[config.mk]
export PLATFORM = sky130hd
export DESIGN_NAME = led_cube_frame_buffer_scanner_top
export DESIGN_NICKNAME = d
export VERILOG_FILES = /design/src/rtl/lcfb_pkg.sv /design/src/rtl/led_cube_frame_buffer_scanner_top.sv /design/src/rtl/lcfb_store.sv /design/src/rtl/lcfb_word_unit.sv
export VERILOG_INCLUDE_DIRS = /design/src /design/src/rtl
export SDC_FILE = /design/constraint.sdc
export NUM_CORES = 1
export LEC_CHECK = 0
export BUFFER_PORTS_ARGS = -buffer_cell sky130_fd_sc_hd__buf_4
export CELL_PAD_IN_SITES_DETAIL_PLACEMENT = 0
export CELL_PAD_IN_SITES_GLOBAL_PLACEMENT = 2
export CORE_UTILIZATION = 43
export DETAILED_ROUTE_END_ITERATION = 6
export PLACE_DENSITY_LB_ADDON = 0.1
export SYNTH_ARGS = -nofsm -noshare
export SYNTH_HDL_FRONTEND = slang
export SYNTH_HIERARCHICAL = 1
export SYNTH_SLANG_ARGS = --single-unit
[constraint.sdc]
create_clock -name clk -period 5 [get_ports clk]
set_input_delay 0.25 -clock clk [delete_from_list [all_inputs] [get_ports clk]]
set_output_delay 0.25 -clock clk [all_outputs]
set_load 0.01 [all_outputs]
[src/rtl/led_cube_frame_buffer_scanner_top_macros.svh]
// Assertion macros for the LED cube frame buffer scanner.
`ifndef LED_CUBE_FRAME_BUFFER_SCANNER_TOP_MACROS_SVH
`define LED_CUBE_FRAME_BUFFER_SCANNER_TOP_MACROS_SVH

// Checks that the consequent holds in the same cycle as the antecedent.
`define LCFB_ASSERT_SAME(label, ante, cons) \
  label: assert property (@(posedge clk) disable iff (!rst_n) (ante) |-> (cons)) \
    else $error("lcfb check failed");

// Checks that the consequent holds in the cycle after the antecedent.
`define LCFB_ASSERT_NEXT(label, ante, cons) \
  label: assert property (@(posedge clk) disable iff (!rst_n) (ante) |=> (cons)) \
    else $error("lcfb check failed");

`endif

[src/rtl/lcfb_pkg.sv]
// Shared types and constants for the LED cube frame buffer scanner.
`timescale 1ns / 1ps
package lcfb_pkg;

  localparam int SIDE_DEF = 5;
  localparam int POS_W    = 3;
  localparam int SUM_W    = POS_W + 1;
  localparam int OP_W     = 4;

  typedef enum logic [OP_W-1:0] {
    OP_FILL      = 4'd0,
    OP_SET_VOXEL = 4'd1,
    OP_READ      = 4'd2,
    OP_LINE_X    = 4'd3,
    OP_LINE_Z    = 4'd4,
    OP_LINE_Y    = 4'd5,
    OP_PLANE_Y   = 4'd6,
    OP_PLANE_X   = 4'd7,
    OP_PLANE_Z   = 4'd8,
    OP_SHIFT_Z   = 4'd9,
    OP_SCAN      = 4'd10
  } op_t;

  typedef enum logic [2:0] {
    ST_IDLE = 3'b001,
    ST_WALK = 3'b010,
    ST_DONE = 3'b100
  } state_t;

  // Decoded command as seen by the level word update unit.
  typedef struct packed {
    op_t              op;
    logic [POS_W-1:0] x;
    logic [POS_W-1:0] y;
    logic [POS_W-1:0] z;
    logic             value;
    logic [POS_W-1:0] dst;
    logic             dst_ok;
  } cmd_t;

endpackage

[src/rtl/led_cube_frame_buffer_scanner_top.sv]
// Top level of the LED cube frame buffer scanner: sequencer and drive register.
//
//   channel  | handshake            | payload
//   ---------+----------------------+--------------------------------------------
//   in_      | in_valid / in_stall  | operation, x/y/z_pos, value, amount, dir
//   out_     | out_valid / out_stall| pixel_value, level_enable, column_drive
//
// Every command walks all levels in the sequencer, one read-modify-write of a
// level word per cycle through the shared update unit, then the done state
// loads the output register once that register is free.
// Reset is synchronous and clears the frame store, active level and drive.
// A finished word waits in the output register while a new command is taken;
// that command then holds in its last state until the register frees up.
`timescale 1ns / 1ps
`include "led_cube_frame_buffer_scanner_top_macros.svh"
module led_cube_frame_buffer_scanner_top import lcfb_pkg::*; #(
  parameter int SIDE = SIDE_DEF,
  localparam int WW  = SIDE * SIDE,
  localparam int LW  = $clog2(SIDE)
) (
  input  logic             clk,
  input  logic             rst_n,
  input  logic             in_valid,
  output logic             in_stall,
  input  logic [OP_W-1:0]  in_operation,
  input  logic [POS_W-1:0] in_x_pos,
  input  logic [POS_W-1:0] in_y_pos,
  input  logic [POS_W-1:0] in_z_pos,
  input  logic             in_value,
  input  logic [POS_W-1:0] in_amount,
  input  logic             in_direction,
  output logic             out_valid,
  input  logic             out_stall,
  output logic             out_pixel_value,
  output logic [SIDE-1:0]  out_level_enable,
  output logic [WW-1:0]    out_column_drive
);

  state_t        state_r;
  cmd_t          cmd_r;
  cmd_t          cmd_in;
  logic [LW-1:0] lvl_r;
  logic [LW-1:0] active_r;
  logic [LW-1:0] next_lvl_r;
  logic [LW-1:0] next_lvl;
  logic          pix_r;
  logic [WW-1:0] cap_r;
  logic          out_valid_r;
  logic          out_pix_r;
  logic [SIDE-1:0] out_level_r;
  logic [WW-1:0] out_col_r;
  logic [WW-1:0] rdata;
  logic [WW-1:0] wdata;
  logic          pix_hit;
  logic [SUM_W-1:0] dst_sum;
  logic          src_ok;
  logic          accept;
  logic          out_free;

  assign in_stall = (state_r != ST_IDLE);
  assign accept   = in_valid && !in_stall;
  assign out_free = !out_valid_r || !out_stall;

  // Decode the incoming word, including where a shifted plane lands.
  always_comb begin
    dst_sum       = SUM_W'(in_z_pos) + SUM_W'(in_amount);
    src_ok        = (SUM_W'(in_z_pos) < SUM_W'(SIDE));
    cmd_in.op     = op_t'(in_operation);
    cmd_in.x      = in_x_pos;
    cmd_in.y      = in_y_pos;
    cmd_in.z      = in_z_pos;
    cmd_in.value  = in_value;
    if (in_direction) begin
      cmd_in.dst_ok = src_ok && (in_amount <= in_z_pos);
      cmd_in.dst    = in_z_pos - in_amount;
    end else begin
      cmd_in.dst_ok = src_ok && (dst_sum < SUM_W'(SIDE));
      cmd_in.dst    = dst_sum[POS_W-1:0];
    end
  end

  assign next_lvl = (active_r == LW'(SIDE - 1)) ? '0 : active_r + LW'(1);

  lcfb_store #(.SIDE(SIDE)) u_store (
    .clk   (clk),
    .rst_n (rst_n),
    .addr  (lvl_r),
    .we    (state_r == ST_WALK),
    .wdata (wdata),
    .rdata (rdata)
  );

  lcfb_word_unit #(.SIDE(SIDE)) u_word_unit (
    .cmd      (cmd_r),
    .lvl      (lvl_r),
    .word_in  (rdata),
    .word_out (wdata),
    .pix_hit  (pix_hit)
  );

  always_ff @(posedge clk) begin
    if (!rst_n) begin
      state_r     <= ST_IDLE;
      out_valid_r <= 1'b0;
      active_r    <= '0;
      out_level_r <= '0;
      out_col_r   <= '0;
      out_pix_r   <= 1'b0;
      lvl_r       <= '0;
    end else begin
      // In the done state the output register is reloaded below instead.
      if (out_valid_r && !out_stall && (state_r != ST_DONE)) begin
        out_valid_r <= 1'b0;
      end
      unique case (state_r)
        ST_IDLE: begin
          if (accept) begin
            cmd_r      <= cmd_in;
            lvl_r      <= '0;
            pix_r      <= 1'b0;
            next_lvl_r <= next_lvl;
            state_r    <= ST_WALK;
          end
        end
        ST_WALK: begin
          if (pix_hit) begin
            pix_r <= 1'b1;
          end
          // The scan latches the new level word as the walk passes it.
          if (lvl_r == next_lvl_r) begin
            cap_r <= rdata;
          end
          if (lvl_r == LW'(SIDE - 1)) begin
            state_r <= ST_DONE;
          end else begin
            lvl_r <= lvl_r + LW'(1);
          end
        end
        ST_DONE: begin
          if (out_free) begin
            out_valid_r <= 1'b1;
            out_pix_r   <= pix_r;
            if (cmd_r.op == OP_SCAN) begin
              active_r    <= next_lvl_r;
              out_level_r <= SIDE'(1) << next_lvl_r;
              out_col_r   <= cap_r;
            end
            state_r <= ST_IDLE;
          end
        end
        default: state_r <= ST_IDLE;
      endcase
    end
  end

  assign out_valid        = out_valid_r;
  assign out_pixel_value  = out_pix_r;
  assign out_level_enable = out_level_r;
  assign out_column_drive = out_col_r;

  `LCFB_ASSERT_SAME(a_level_onehot, 1'b1, $onehot0(out_level_enable))
  `LCFB_ASSERT_NEXT(a_accept_walk, accept, (state_r == ST_WALK) && (lvl_r == '0))
  `LCFB_ASSERT_SAME(a_valid_from_done, $rose(out_valid), $past(state_r == ST_DONE))
  `LCFB_ASSERT_NEXT(a_stall_holds, out_valid && out_stall,
                    out_valid && $stable(out_column_drive) && $stable(out_pixel_value))

endmodule

[src/rtl/lcfb_store.sv]
// Frame store: one word per cube level, one read and one write port.
`timescale 1ns / 1ps
module lcfb_store import lcfb_pkg::*; #(
  parameter int SIDE = SIDE_DEF,
  localparam int WW  = SIDE * SIDE,
  localparam int LW  = $clog2(SIDE)
) (
  input  logic          clk,
  input  logic          rst_n,
  input  logic [LW-1:0] addr,
  input  logic          we,
  input  logic [WW-1:0] wdata,
  output logic [WW-1:0] rdata
);

  logic [WW-1:0] level_r [SIDE];

  always_ff @(posedge clk) begin
    if (!rst_n) begin
      for (int i = 0; i < SIDE; i++) begin
        level_r[i] <= '0;
      end
    end else if (we) begin
      level_r[addr] <= wdata;
    end
  end

  assign rdata = level_r[addr];

endmodule

[src/rtl/lcfb_word_unit.sv]
// Shared update unit: applies one command to one level word.
`timescale 1ns / 1ps
module lcfb_word_unit import lcfb_pkg::*; #(
  parameter int SIDE = SIDE_DEF,
  localparam int WW  = SIDE * SIDE,
  localparam int LW  = $clog2(SIDE)
) (
  input  cmd_t          cmd,
  input  logic [LW-1:0] lvl,
  input  logic [WW-1:0] word_in,
  output logic [WW-1:0] word_out,
  output logic          pix_hit
);

  logic [WW-1:0] x_mask;
  logic [WW-1:0] z_mask;
  logic [WW-1:0] dst_mask;
  logic [WW-1:0] wr_mask;
  logic [WW-1:0] moved;
  logic [WW-1:0] shifted;
  logic [POS_W-1:0] z_step;
  logic          lvl_hit;

  // A coordinate outside the cube matches no position, so its mask is empty.
  always_comb begin
    for (int xi = 0; xi < SIDE; xi++) begin
      for (int zi = 0; zi < SIDE; zi++) begin
        x_mask[xi*SIDE+zi]   = (cmd.x == POS_W'(xi));
        z_mask[xi*SIDE+zi]   = (cmd.z == POS_W'(zi));
        dst_mask[xi*SIDE+zi] = (cmd.dst == POS_W'(zi));
      end
    end
  end

  assign lvl_hit = (cmd.y == POS_W'(lvl));

  always_comb begin
    unique case (cmd.op)
      OP_FILL:      wr_mask = '1;
      OP_SET_VOXEL: wr_mask = lvl_hit ? (x_mask & z_mask) : '0;
      OP_LINE_X:    wr_mask = lvl_hit ? z_mask : '0;
      OP_LINE_Z:    wr_mask = lvl_hit ? x_mask : '0;
      OP_LINE_Y:    wr_mask = x_mask & z_mask;
      OP_PLANE_Y:   wr_mask = lvl_hit ? '1 : '0;
      OP_PLANE_X:   wr_mask = x_mask;
      OP_PLANE_Z:   wr_mask = z_mask;
      default:      wr_mask = '0;
    endcase
  end

  // Shift: the source plane bits move along z within each row, then the
  // source plane is cleared, also for a shift by zero.
  always_comb begin
    if (cmd.dst >= cmd.z) begin
      z_step = cmd.dst - cmd.z;
      moved  = (word_in & z_mask) << z_step;
    end else begin
      z_step = cmd.z - cmd.dst;
      moved  = (word_in & z_mask) >> z_step;
    end
    shifted = cmd.dst_ok ? ((word_in & ~dst_mask) | moved) : word_in;
    shifted = shifted & ~z_mask;
  end

  always_comb begin
    if (cmd.op == OP_SHIFT_Z) begin
      word_out = shifted;
    end else begin
      word_out = (word_in & ~wr_mask) | (cmd.value ? wr_mask : '0);
    end
  end

  assign pix_hit = (cmd.op == OP_READ) && lvl_hit && (|(word_in & x_mask & z_mask));

endmodule
==> metrics.md, run 1 <==
| Metric | Value |
|---|---|
| Root Driver | clkbuf_16 |
| Slew @ Worst Pin | 1.04 ns |
| Tot Pwr | 5.74 mW |
| Port Buffer Count | 54 |
| Async SR Flop Fraction | 0 |
| GRT Total Usage | 0.303 |
| Cts repair resizes | 0 |
| Final Max Tran Viols | 0 |
| Layout area overhead | 14.1% |
| Worst path required time | 5.29 ns |
| Antenna Nets Post-Route | 0 |
| Total global routing overflow | 0 |
| Largest net degree at the start of global routing | 70 |
| Wirelength per Cell | 29.0 µm |
| Routed length on met1 | 25.1 mm |
| Final setup margin | 0.506 ns |
| Setup TNS Final | 0 ns |
| Routability cong. | 0.974 |
| Met2 wire len | 25.9 mm |
| Max rail drop VDD | 0.000265 V |
| Total Wirelength | 58.5 mm |
| DRC viols | 0 |
| Mapped Nets | 1453 |
| Fin area | 18700 µm² |
| Tmin final | 4.49 ns |
| Initial antenna violation count | 2 |
| Crit start category | flip-flop |
| Io pins | 55 |
| DR pass1 iterations | 6 |
| Post-synth cell types | 93 |
| Multi-input gate area | 7560 µm² |
| Clk_skew | 0.0294 ns |
| Core area | 37600 µm² |
| Vias in the first global route | 12200 |
| Synthesis-stage register bit count | 288 |
| Post-DP Area | 17500 µm² |
| Slew margin rel. | 0.290 |
| Clock slew at reported path FFs | 0.06 ns |
| Status | complete, no violations |
| Synth warn | 6 |
| Setup WS pre-CTS | 0.514 ns |
| Worst setup EP type | flip-flop |
| Die ar. | 38800 µm² |
| Initial cell density of the core | 0.435 |
| CTS sink cnt | 288 |
| Clk Latency, worst-skew pair | 0.55 ns |
| Critical Path Fanout Max | 35 |
| First-pass GRT wire length | 84.6 mm |
| Final Hold Viols | 0 |
| Iter 0 DRT Violations | 1348 |
| Routed vias/inst | 6.37 |
| Via Count | 12800 |
| CP Class | reg2reg |
| Fill cell instance count of the final layout | 3408 |
| Leak | 6.55 nW |
| Max Clock Freq | 0.223 GHz |
| Power per Cell Area | 308 nW/µm² |
| Synthesized area per cell | 11.6 µm² |
| Register area | 8240 µm² |
| CTS tree | built |
| Post-synth top flop | edfxtp_1 |
| Critical path data arrival time | 4.78 ns |
| Die X | 197 µm |
| Fin crit share | 0.899 |
| Layout cell share with drive strength beyond 1 | 0.180 |
| EDFF count, synth | 247 |
| R2R cell count | 9 |
| Die H | 197 µm |
| Clk buf depth | 3 |
| Post-synthesis sequential area ratio | 0.503 |
| DP HPWL | 40.0 mm |
| CTS H-Tree Depth | 2 |
| RSZ-0062 raised after global routing | false |
| # setup viols final | 0 |
| WHS Path Cells | 2 |
| Fin util | 0.497 |
| CTS buffer count | 34 |
| Mapped Area | 16400 µm² |
| Top Metal Used | met4 |
| Met3 routed WL | 4.47 mm |
| Type of the tightest min-delay check | in2reg |
| Num rows | 71 |
| Cells after synthesis | 1412 |
| Final #Nets | 1523 |
| Max-Cap Viols | 0 |
synth_stat cells, drive strengths merged, types with 30 or more instances:
| cell | number | area (µm²) |
|---|---|---|
| nand3 | 61 | 310 |
| clkbuf | 57 | 215 |
| nand2 | 101 | 379 |
| and2 | 138 | 863 |
| a21oi | 49 | 245 |
| edfxtp | 247 | 7420 |
| o21ai | 72 | 360 |
| dfxtp | 41 | 821 |
| nor2 | 49 | 184 |
| buf | 48 | 275 |
| mux2 | 34 | 383 |
| mux4 | 50 | 1200 |
| nor3 | 30 | 160 |
sequential cells by signal, summed over array words and instances, names as in the netlist:
signal            cells
cap_r                25
out_column_drive     25
pix_r                 1
u_store/level_r     200
cmd_r                18
lvl_r                 3
next_lvl_r            3
active_r              3
state_r               3
out_valid             1
out_pixel_value       1
out_level_enable      5
area by class of cell:
class / instances / area share
Sequential cell: 288 / 0.442
Multi-Input combinational cell: 992 / 0.405
Timing Repair Buffer: 139 / 0.0586
Clock buffer: 43 / 0.0485
Tap cell: 511 / 0.0342
Clock inverter: 16 / 0.00643
Inverter: 27 / 0.00543
Antenna cell: 1 / 0.000134
where the power goes:
part / total (mW) / switching (mW) / internal (mW)
clock network: 2.33 / 0.990 / 1.34
logic: 0.725 / 0.491 / 0.234
registers: 2.69 / 0.0316 / 2.66
cells in the final DEF (no fill, tap or decap), types with 21 or more instances in the layout:
cell,synthesis,routed
mux4_2,29,29
nand2_1,101,101
mux4_1,21,21
o21ai_0,71,68
dfxtp_1,41,38
edfxtp_1,247,247
inv_1,24,24
nor2_1,49,45
clkbuf_16,0,35
and2_1,136,136
nor3_1,28,27
mux2_2,34,34
a21oi_1,49,49
nand3_1,60,60
buf_4,3,123
path summary, 6_finish.rpt:
| kind | startpoint | slack, ns | end |
|---|---|---|---|
| worst max register to register | lvl_r[2]$_SDFFE_PN0P_ | 0.51 | u_store/level_r[3][6]$_SDFFCE_PN0P_ |
| worst min register to register | out_level_enable[0]$_SDFFE_PN0P_ | 0.45 | out_level_enable[0]$_SDFFE_PN0P_ |
| worst min-delay path | in_direction | 0.06 | cmd_r[2]$_DFFE_PP_ |
| worst max-delay path | lvl_r[2]$_SDFFE_PN0P_ | 0.51 | u_store/level_r[3][6]$_SDFFCE_PN0P_ |
worst max-delay path, stage by stage (launching register included):
cell and delay (ns):
dfxtp_2 0.91, buf_4 0.42, mux4_1 0.34, mux2_2 0.48
and3_4 0.24, a2111oi_0 0.62, a211oi_1 0.13, a311o_1 0.31
a221o_1 0.52, and2_1 0.22
what timing repair did:
action / in CTS / in global routing
hold buffers: 15 / 0
hold endpoints to repair: 15 / 0
buffers inserted: 0 / 0
cells by family (layout without fill, tap and decap cells):
family | count (synthesis) | count (layout) | share of synthesized area
mux | 100 | 100 | 0.107
simple gates | 520 | 520 | 0.181
xor+xnor | 13 | 13 | 0.00696
other cells | 0 | 1 | 0
fa+ha+maj | 19 | 19 | 0.0164
buf+inv | 132 | 225 | 0.0362
flops | 288 | 288 | 0.503
compound gates | 340 | 340 | 0.149
through the flow:
step                hold slack [ns]  std cells
global placement              0.428       1942
CTS                          0.0396       2016
floorplan                     0.349       1412
detailed placement            0.429       1942
finish                       0.0586       2017
global route                 0.0654       2016
routing by layer:
metal	track usage	vias up
met2	0.459	629
met5	0	-
met1	0.423	6365
li1	-	5671
met3	0.0502	183
met4	0.148	0
(Power assumes the default switching activity.)
==> inputs of run 2 (changes only) <==
--- a/config.mk
+++ b/config.mk
@@ -11,6 +11,7 @@
 export CELL_PAD_IN_SITES_GLOBAL_PLACEMENT = 2
 export CORE_UTILIZATION = 43
 export DETAILED_ROUTE_END_ITERATION = 6
+export MAX_ROUTING_LAYER = met4
 export PLACE_DENSITY_LB_ADDON = 0.1
 export SYNTH_ARGS = -nofsm -noshare
 export SYNTH_HDL_FRONTEND = slang
==> run 2 against run 1 <==
First-iteration DRC count rose by 7.9%. Cell area decreased by 0.47%. Highest routed layer unchanged. Sequential share of layout area rose by 0.21 points.
==> metrics.md, run 2 (same netlist as run 1, synthesis figures left out) <==
| Metric | Value |
|---|---|
| Worst path required time | 5.33 ns |
| Fill cell instance count of the final layout | 3393 |
| DRC viols | 0 |
| Max rail drop VDD | 0.000307 V |
| Power per Cell Area | 298 nW/µm² |
| GRT Total Usage | 0.312 |
| Status | complete, no violations |
| Layout cell share with drive strength beyond 1 | 0.180 |
| Hold slack | 0.0244 ns |
| Num rows | 71 |
| Cts repair resizes | 0 |
| CTS buffer count | 31 |
| Largest net degree at the start of global routing | 73 |
| WHS Path Cells | 2 |
| CTS tree | built |
| Commonest non-fill, non-tap cells in the layout | edfxtp_1 (247), and2_1 (136), buf_4 (124) |
| Critical path data arrival time | 4.82 ns |
| Max reg flops | 200 |
| Clock slew at reported path FFs | 0.06 ns |
| Die X | 197 µm |
| Initial antenna violation count | 0 |
| Io pins | 55 |
| Setup TNS Final | 0 ns |
| DR pass1 iterations | 5 |
| Final Max Tran Viols | 0 |
| Antenna Nets Post-Route | 0 |
| RSZ-0062 raised after global routing | false |
| Post-CTS Setup Repair Bufs | 0 |
| Layout area overhead | 13.5% |
| Initial cell density of the core | 0.435 |
| CTS H-Tree Depth | 1 |
| Crit start category | flip-flop |
| Iter 0 DRT Violations | 1454 |
| # setup viols final | 0 |
| Routability cong. | 0.987 |
| Type of the tightest min-delay check | in2reg |
| Final #Nets | 1521 |
| Register bank with the most flops | u_store/level_r |
| Die H | 197 µm |
| Diode count | 0 |
| R2R cell count | 11 |
| Via Count | 12800 |
| Leak | 6.50 nW |
| Slew margin rel. | 0.129 |
| Wirelength per Cell | 28.8 µm |
| First-pass GRT wire length | 85.3 mm |
| CTS Hold Bufs | 15 |
| CTS sink cnt | 288 |
| Final Hold Viols | 0 |
| Tmin final | 4.49 ns |
| Die ar. | 38800 µm² |
| Total global routing overflow | 0 |
| Routed vias/inst | 6.34 |
| Clk Latency, worst-skew pair | 0.58 ns |
| Critical Path Fanout Max | 18 |
| Slew @ Worst Pin | 1.29 ns |
| Max-Cap Viols | 0 |
| Max Clock Freq | 0.223 GHz |
| Core area | 37600 µm² |
| DP HPWL | 40.2 mm |
| Clk_skew | 0.00951 ns |
| Most common cell after layout, fill and taps aside | edfxtp_1 |
| Vias in the first global route | 12400 |
| Root Driver | clkbuf_16 |
| CP Class | reg2reg |
| Fin crit share | 0.898 |
| FF-to-FF setup slack | 0.51 ns |
| Total Wirelength | 58.1 mm |
| Port Buffer Count | 54 |
| Clk buf depth | 3 |
| Worst setup EP type | flip-flop |
==> run 2: worst paths after layout <==
kind | start | end
worst max register to register | cmd_r[1]$_DFFE_PP_ | u_store/level_r[3][23]$_SDFFCE_PN0P_
worst max-delay path | cmd_r[1]$_DFFE_PP_ | u_store/level_r[3][23]$_SDFFCE_PN0P_
worst min register to register | out_level_enable[2]$_SDFFE_PN0P_ | out_level_enable[2]$_SDFFE_PN0P_
worst min-delay path | in_direction | cmd_r[2]$_DFFE_PP_
==> run 2: layout make-up <==
type	instances	area [µm²]	share of cell area
inverter	27	101	0.00545
timing repair buffer	140	1100	0.0593
tap	511	639	0.0344
sequential	288	8240	0.444
clock buffer	37	798	0.0430
clock inverter	19	135	0.00727
multi-input combinational	992	7560	0.407
==> run 2: worst max-delay path, cell delays in order (launching register included) <==
cell	delay (ns)
edfxtp_1	0.45
inv_1	0.11
ha_1	0.19
inv_1	0.06
fa_1	1.05
inv_1	0.33
and2_1	0.29
a221o_1	0.42
a22o_1	0.22
a221oi_1	0.29
o21ai_0	0.48
and2_1	0.33
==> run 2: metal layers <==
layer | track usage | wire [µm]
met5 | - | 0
met4 | 0.111 | 2350
met3 | 0.0386 | 4130
met2 | 0.469 | 26000
met1 | 0.435 | 25600
==> run 2: per-stage QoR <==
| step | setup WS (ns) | area, µm² | std cells | total power [mW] | util |
|---|---|---|---|---|---|
| after floorplan | 1.47 | 16400 | 1412 | 3.14 | - |
| after global placement | 0.622 | 17500 | 1943 | 3.43 | 0.466 |
| after detailed placement | 0.605 | 17500 | 1943 | 3.43 | 0.466 |
| after CTS | 0.590 | 18600 | 2014 | 5.57 | 0.494 |
| after global routing | 0.345 | 18600 | 2014 | 5.70 | 0.494 |
| final | 0.511 | 18600 | 2014 | 5.55 | 0.494 |
==> run 2: report_power, final <==
group | leakage (nW) | internal [mW] | switching [mW] | total, mW
Combinational | 3.32 | 0.234 | 0.479 | 0.713
Sequential | 2.73 | 2.66 | 0.0345 | 2.69
Clock | 0.452 | 1.19 | 0.953 | 2.14
